## src/hdl/adsr_muldiv.sv

```systemverilog
// Pipelined floor(a * b / c) unit with a <= c, one quotient bit per stage.
module adsr_muldiv #(
  parameter int TIME_BITS  = 32,
  parameter int LEVEL_BITS = 16,
  parameter int SIDE_BITS  = 1
) (
  input  logic                  clk_i,
  input  logic                  rst_ni,
  input  logic                  in_vld_i,
  input  logic [TIME_BITS-1:0]  a_i,
  input  logic [LEVEL_BITS-1:0] b_i,
  input  logic [TIME_BITS-1:0]  c_i,
  input  logic [SIDE_BITS-1:0]  side_i,
  output logic                  out_vld_o,
  output logic [LEVEL_BITS-1:0] q_o,
  output logic [SIDE_BITS-1:0]  side_o
);

  localparam int LoBits   = (TIME_BITS + 1) / 2;
  localparam int HiBits   = TIME_BITS - LoBits;
  localparam int ProdBits = TIME_BITS + LEVEL_BITS;

  // Partial product stage: the multiplicand is split in two halves.
  logic                         pp_vld_q;
  logic [LoBits+LEVEL_BITS-1:0] pp_lo_q;
  logic [HiBits+LEVEL_BITS-1:0] pp_hi_q;
  logic [TIME_BITS-1:0]         pp_c_q;
  logic [SIDE_BITS-1:0]         pp_side_q;

  always_ff @(posedge clk_i or negedge rst_ni) begin
    if (!rst_ni) begin
      pp_vld_q <= 1'b0;
    end else begin
      pp_vld_q <= in_vld_i;
    end
  end

  always_ff @(posedge clk_i) begin
    pp_lo_q   <= a_i[LoBits-1:0] * b_i;
    pp_hi_q   <= a_i[TIME_BITS-1:LoBits] * b_i;
    pp_c_q    <= c_i;
    pp_side_q <= side_i;
  end

  // Division stages. Entry 0 holds the full product, entry k+1 the state
  // after quotient bit k has been decided.
  logic                  vld_q  [LEVEL_BITS+1];
  logic [TIME_BITS-1:0]  rem_q  [LEVEL_BITS+1];
  logic [LEVEL_BITS-1:0] lo_q   [LEVEL_BITS+1];
  logic [LEVEL_BITS-1:0] quo_q  [LEVEL_BITS+1];
  logic [TIME_BITS-1:0]  c_q    [LEVEL_BITS+1];
  logic [SIDE_BITS-1:0]  side_q [LEVEL_BITS+1];

  logic [ProdBits-1:0] prod_d;

  assign prod_d = ProdBits'(pp_lo_q) + (ProdBits'(pp_hi_q) << LoBits);

  always_ff @(posedge clk_i or negedge rst_ni) begin
    if (!rst_ni) begin
      vld_q[0] <= 1'b0;
    end else begin
      vld_q[0] <= pp_vld_q;
    end
  end

  // Since a <= c the product's upper part is already below c.
  always_ff @(posedge clk_i) begin
    rem_q[0]  <= prod_d[ProdBits-1:LEVEL_BITS];
    lo_q[0]   <= prod_d[LEVEL_BITS-1:0];
    quo_q[0]  <= '0;
    c_q[0]    <= pp_c_q;
    side_q[0] <= pp_side_q;
  end

  for (genvar k = 0; k < LEVEL_BITS; k++) begin : g_div
    logic [TIME_BITS:0]   trial;
    logic [TIME_BITS:0]   diff;
    logic                 ge;

    assign trial = {rem_q[k], lo_q[k][LEVEL_BITS-1]};
    assign ge    = trial >= {1'b0, c_q[k]};
    assign diff  = trial - {1'b0, c_q[k]};

    always_ff @(posedge clk_i or negedge rst_ni) begin
      if (!rst_ni) begin
        vld_q[k+1] <= 1'b0;
      end else begin
        vld_q[k+1] <= vld_q[k];
      end
    end

    always_ff @(posedge clk_i) begin
      rem_q[k+1]  <= ge ? diff[TIME_BITS-1:0] : trial[TIME_BITS-1:0];
      lo_q[k+1]   <= {lo_q[k][LEVEL_BITS-2:0], 1'b0};
      quo_q[k+1]  <= {quo_q[k][LEVEL_BITS-2:0], ge};
      c_q[k+1]    <= c_q[k];
      side_q[k+1] <= side_q[k];
    end
  end

  assign out_vld_o = vld_q[LEVEL_BITS];
  assign q_o       = quo_q[LEVEL_BITS];
  assign side_o    = side_q[LEVEL_BITS];

endmodule

```

## config.mk

```make
export PLATFORM = sky130hd
export DESIGN_NAME = adsr_muldiv
export DESIGN_NICKNAME = d
export VERILOG_FILES = /design/src/hdl/adsr_muldiv.sv
export SDC_FILE = /design/constraint.sdc
export NUM_CORES = 2
export LEC_CHECK = 0
export ABC_AREA = 1
export BUFFER_PORTS_ARGS = -buffer_cell sky130_fd_sc_hd__buf_2
export CORE_UTILIZATION = 45
export DETAILED_ROUTE_END_ITERATION = 10
export PLACE_DENSITY = 0.66
export SYNTH_ARGS = -nofsm -noshare
export SYNTH_HDL_FRONTEND = slang
export SYNTH_SLANG_ARGS = --single-unit
```

## constraint.sdc

```tcl
create_clock -name clk_i -period 2 [get_ports clk_i]
set_clock_uncertainty 0.2 [all_clocks]
set_input_delay 0.4 -clock clk_i [delete_from_list [all_inputs] [get_ports clk_i]]
set_output_delay 0.4 -clock clk_i [all_outputs]
set_load 0.1 [all_outputs]
```

Word level (Yosys, flattened, before mapping) --
Memories as Yosys holds them, arrays and structs flattened. Cells that the tools add are included. Widths: inputs -> output; s select.
Cells by class: divide/modulo/power cells 0, eq/ne operators 0, add/sub/neg operators 17, order comparisons 16, shift-type cells 0, $mul 2, bitwise gates (word level) 0, reductions and logical operators 0, multiplexer cells 16
Operators with widths (number):
- $ge 33x32->1 | 16
- $mux 32 | 16
- $sub 32x32->32 | 16
- $mul 16x16->32 | 2
- $add 32x48->48 | 1
Storage, ports and cells: ROM bits 0, word-level logic and storage cells 78, bits in latches 0, memories 5, register bits after elaboration 115, memory bits (writable) 1649, input bits 84, output and inout bits 18
Memory list:
- c_q | words 17, bits a word 32, rd ports 16, clocked after memory_dff 0, wr ports 17, RTL line 51 | logic [TIME_BITS-1:0] c_q [LEVEL_BITS+1];
- rem_q | words 17, bits a word 32, rd ports 16, clocked after memory_dff 0, wr ports 17, RTL line 48 | logic [TIME_BITS-1:0] rem_q [LEVEL_BITS+1];
- lo_q | words 17, bits a word 16, rd ports 16, clocked after memory_dff 0, wr ports 17, RTL line 49 | logic [LEVEL_BITS-1:0] lo_q [LEVEL_BITS+1];
- quo_q | words 17, bits a word 16, rd ports 17, clocked after memory_dff 0, wr ports 17, RTL line 50 | logic [LEVEL_BITS-1:0] quo_q [LEVEL_BITS+1];
- side_q | words 17, bits a word 1, rd ports 17, clocked after memory_dff 0, wr ports 17, RTL line 52 | logic [SIDE_BITS-1:0] side_q [LEVEL_BITS+1];

Longest topological paths before layout --
depth after elaboration 2, mapped depth 28, depth with buffers taken out 26

Least setup slack after synthesis --
No wires, ideal clock.
kind in2reg, from input port a_i[21], to register pp_hi_q[29], cell stages on the path 24, required time 1.688 ns, arrival 5.313 ns, slack -3.625 ns, setup time 0.112 ns, buffers on the path 2, path through clkbuf_1 clkbuf_1 nand2_1 fa_1 inv_1 fa_1 inv_1 fa_1 inv_1 fa_1 fa_1 inv_1 fa_1 inv_1 ha_1 a21o_1 nand2_1 nand2_1 a21oi_1 nor2_1 nor2_1 nand2_1 nand2_1 nand2_1
Between the ends: word-level cells in the longest chain between the ends 1
Ends and longest elaborated chain:
- start: declaration | RTL line 10 | input logic [TIME_BITS-1:0] a_i,
- $mul 16x16->32 | RTL line 40 | pp_hi_q <= a_i[TIME_BITS-1:LoBits] * b_i;
- end signal: assignment | RTL line 40
- end: declaration | RTL line 26 | logic [HiBits+LEVEL_BITS-1:0] pp_hi_q;
No other way between the ends.

Worst setup path in the final report --
from input port b_i[7], to register pp_hi_q[18]
Between the ends: word-level cells in the longest chain between the ends 1
Ends and longest elaborated chain:
- start: declaration | RTL line 11 | input logic [LEVEL_BITS-1:0] b_i,
- $mul 16x16->32 | RTL line 40
No other way between the ends.

==> Implementation_results.wiki <==
{| class="wikitable"
! Metric !! Value
|-
| Insertion delay of the later-clocked pin in the worst-skew pair || roughly 0.83 ns
|-
| Clock-pin transition on the worst setup and hold timing paths || approximately 0.060 ns
|-
| Worst r2r dst || rem_q[0][260]
|-
| Fin crit period || approximately 4.6 ns
|-
| Vias per Instance || between 4 and 5
|-
| CTS root buffer || clkbuf_16
|-
| Post-Synth Adder-Cell Area || about 18%
|-
| Height of the die || 462 µm
|-
| Number of global-route vias before repair || 96,800
|-
| Final Hold Violating Endpoints || 0
|-
| Antenna violations before repair || 7
|-
| Least-Margin Pin Slew || roughly 0.8 ns
|-
| Worst Hold Endpoint || pp_c_q[4]
|-
| Share of the yosys chip area belonging to registers || a little under a third
|-
| Number of buffers on the longest clock path || 3
|-
| Flip-flop cell with the highest count after synthesis || dfxtp_1
|-
| Distinct cells, synth || 40
|-
| Hold Crit Start || c_i[4]
|-
| Worst min path class || input port to register
|-
| Overall fraction of global-route tracks in use || a little under a third
|-
| Routed len/inst || approximately 17 µm
|-
| Post-synthesis simple-gate area fraction || 32.6%
|-
| Cell types occupying the most area after synthesis || dfxtp_1 (30%), nand2_1 (20%), inv_1 (12%), ha_1 (9.7%), fa_1 (8.5%)
|-
| Drt initial violations || roughly 6,400
|-
| Worst Path Required || roughly 2.5 ns
|-
| Port Buf Inserts || slightly above 100
|-
| Sum of overflow across all layers after global routing || 0
|-
| Number of instances in the synthesized netlist || 14,000
|-
| Highest net fanout along the worst path || 5
|-
| Area of the die || between 200,000 and 250,000 µm²
|-
| Violations in the final reports || setup timing
|-
| Synth-to-Final Area Change || 47.7%
|-
| Flop-to-flop setup slack || -0.47 ns
|-
| Most numerous cell in the Yosys netlist || nand2_1
|-
| Total core area || between 200,000 and 250,000 µm²
|-
| Largest family of logic cells by synthesized area || simple AND/OR/NAND/NOR gates
|-
| Number of synthesis warnings || 0
|-
| Number of buffers inserted during clock tree synthesis || 154
|-
| Final core utilization || between 60% and 70%
|-
| Maximum number of pins on one net before global-route repair || 36
|-
| Worst setup EP type || register
|-
| Category of the worst setup path launch point || input port
|-
| Number of max-slew violations in the final report || 0
|-
| Std cell rows || around 170
|-
| Worst Slack Setup Final || -2.62 ns
|-
| Run status || complete, but fails checks
|-
| Number of levels in the clock H-tree || 4
|-
| Max_slew headroom || 46.4%
|-
| Mapped Nets || approximately 15,000
|-
| List of most frequent post-synthesis cells || nand2_1 (4,949), inv_1 (3,079), dfxtp_1 (1,410)
|-
| CTS tree || yes
|-
| Flop and latch count out of synthesis || 1,428
|-
| Worst slack at placement || -3.68 ns
|-
| Via total after detailed routing || between 90,000 and 100k
|-
| Portion of the clock cycle consumed by the worst path in the final layout || 231%
|-
| RSZ-0062 raised after global routing || yes
|-
| Share of post-route cells with drive strength above 1 || roughly a third
|-
| Detailed-route DRC error count || 0
|-
| Maximum achievable frequency || about 0.22 GHz
|-
| Largest area contributor in the synthesized netlist || dfxtp_1
|-
| GPL Wtd Cong || between 0.9 and 1
|-
| Final ANT Viol Nets || 0
|-
| Async set-or-reset flop fraction in the synthesized netlist || around 1.3%
|-
| Netlist Area Pre-Place || 95,000 µm²
|-
| Worst EP arrival || 5.12 ns
|-
| Sinks on the clock net || around 1,400
|-
| Number of flops mapped to enable cells by yosys || 0
|-
| Portion of synthesized cell area occupied by the leading cell type || 29.7%
|-
| Nets || around 18,000
|-
| Total Wirelength || approximately 330,000 µm
|-
| Number of I/O pins || approximately 100
|-
| Number of detailed-routing iterations run before antenna repair || 6
|-
| Effective utilization at floorplan || 45.3%
|-
| Mux contribution to synthesized area || 0%
|-
| Cell depth of the worst flop-to-flop path || 15
|-
| Number of maximum-capacitance violations || 0
|-
| Fraction of synthesized cell area in xor and xnor cells || 2.52%
|-
| Average cell area after synthesis || about 6.8 µm²
|-
| Wire length of the first global-routing pass || ~520,000 µm
|-
| Final setup viols || 592
|-
| Hold Path Cell Cnt || 2
|-
| Detailed-placement wirelength estimate || about 250,000 µm
|-
| Die width || about 460 µm
|-
| Fraction of the mapped netlist area in compound gates || under 10%
|-
| Critical setup path kind || input port to register
|-
| FF-to-FF Start || rem_q[0][230]
|}
==> cell type report <==
cell class / count / area [µm²]
inverters: 3089 / 11600
clock inverters: 89 / 1160
diodes: 3 / 7.51
fillers: 17300 / 69400
multi-input cells: 9267 / 63200
repair buffers: 3246 / 27500
clock buffers: 192 / 4250
flip-flops and latches: 1428 / 29100
well taps: 2805 / 3510
==> cell usage in the layout (no fill, tap or decap), types with 23 or more instances in the layout <==
cell	n
xor2_1	218
nand3_2	192
nand3b_1	154
inv_2	232
buf_4	2798
dfxtp_1	1140
dfxtp_4	43
xnor2_1	42
nor3_2	23
a21oi_1	311
nor2_2	128
nor2_1	569
ha_1	372
dfxtp_2	227
fa_1	355
nand2_2	377
ha_4	353
nor3_1	100
o21ai_0	45
buf_12	106
buf_2	57
nand2_4	163
and2_1	76
nand4_1	53
a21oi_2	56
dlygate4sd3_1	67
nand2_8	35
a21oi_4	32
buf_6	140
buf_16	27
inv_1	2843
nor2_4	77
nand3_1	856
nand2_1	4458
buf_8	25
fa_2	49
clkbuf_16	158
nor3_4	28
==> what timing repair did <==
item / CTS / global route
pin swaps: 611 / 210
setup endpoints to repair: 591 / 594
hold endpoints to repair: 54 / 0
buffers inserted: 243 / 43
cloned: 64 / 1
gates resized for setup: 2048 / 362
hold buffers: 67 / 0
==> flip-flops by register name, indices dropped and copies added (netlist names) <==
signal / cells
c_q: 512
lo_q: 136
out_vld_o: 1
pp_c_q: 32
pp_hi_q: 32
pp_lo_q: 32
pp_side_q: 1
pp_vld_q: 1
quo_q: 136
rem_q: 512
side_q: 17
vld_q: 16
==> routing by layer <==
metal  GRT usage (%)  wire length, µm  up-vias
li1                -                -    48400
met1            37.6           137000    44300
met2            53.1           157000     3056
met3            4.33            20200      935
met4            16.2            19400        4
met5               0               29        -
==> metrics by stage <==
| stage | std cells | cell area, µm² | TNS (ns) | hold WS [ns] |
|---|---|---|---|---|
| after floorplan | 14000 | 96900 | -153.10 | -0.0956 |
| after global placement | 19400 | 120000 | -395.52 | 0.110 |
| after CTS | 20100 | 139000 | -263.34 | 0.000428 |
| after detailed placement | 19400 | 120000 | -399.91 | 0.112 |
| after global routing | 20100 | 140000 | -350.92 | 0.0354 |
| final | 20100 | 140000 | -287.50 | 0.0485 |
==> worst max path at each step <==
stage | slack [ns] | to | from
finish | -2.62 | pp_hi_q[18] | b_i[7]
CTS | -2.58 | pp_lo_q[29] | b_i[4]
floorplan | -3.13 | pp_hi_q[31] | a_i[22]
global route | -2.75 | pp_lo_q[26] | b_i[13]
detailed placement | -3.68 | pp_hi_q[31] | b_i[12]
global placement | -3.64 | pp_hi_q[31] | b_i[12]
==> kinds of logic after synthesis <==
kind of cell,Yosys count
and+or+nand+nor,7313
buffers and inverters,3337
DFF,1428
adders and majority gates,1140
AOI/OAI and AO/OA,522
xor gates and xnor gates,273
==> worst max-delay path, stage by stage <==
cell	delay, ns
buf_12	0.11
buf_12	0.13
nand2_2	0.06
fa_1	0.52
inv_2	0.04
fa_1	0.48
inv_1	0.05
fa_1	0.53
inv_2	0.05
fa_2	0.49
fa_1	0.50
inv_1	0.05
fa_1	0.50
inv_2	0.05
ha_4	0.28
buf_4	0.12
nand2_4	0.07
inv_2	0.07
nand2_4	0.09
nor3_4	0.21
buf_4	0.15
a21oi_4	0.05
xnor2_1	0.12
Power is not shown: default switching activity piles up to over one toggle a cycle in this logic, so the estimate is an artifact.
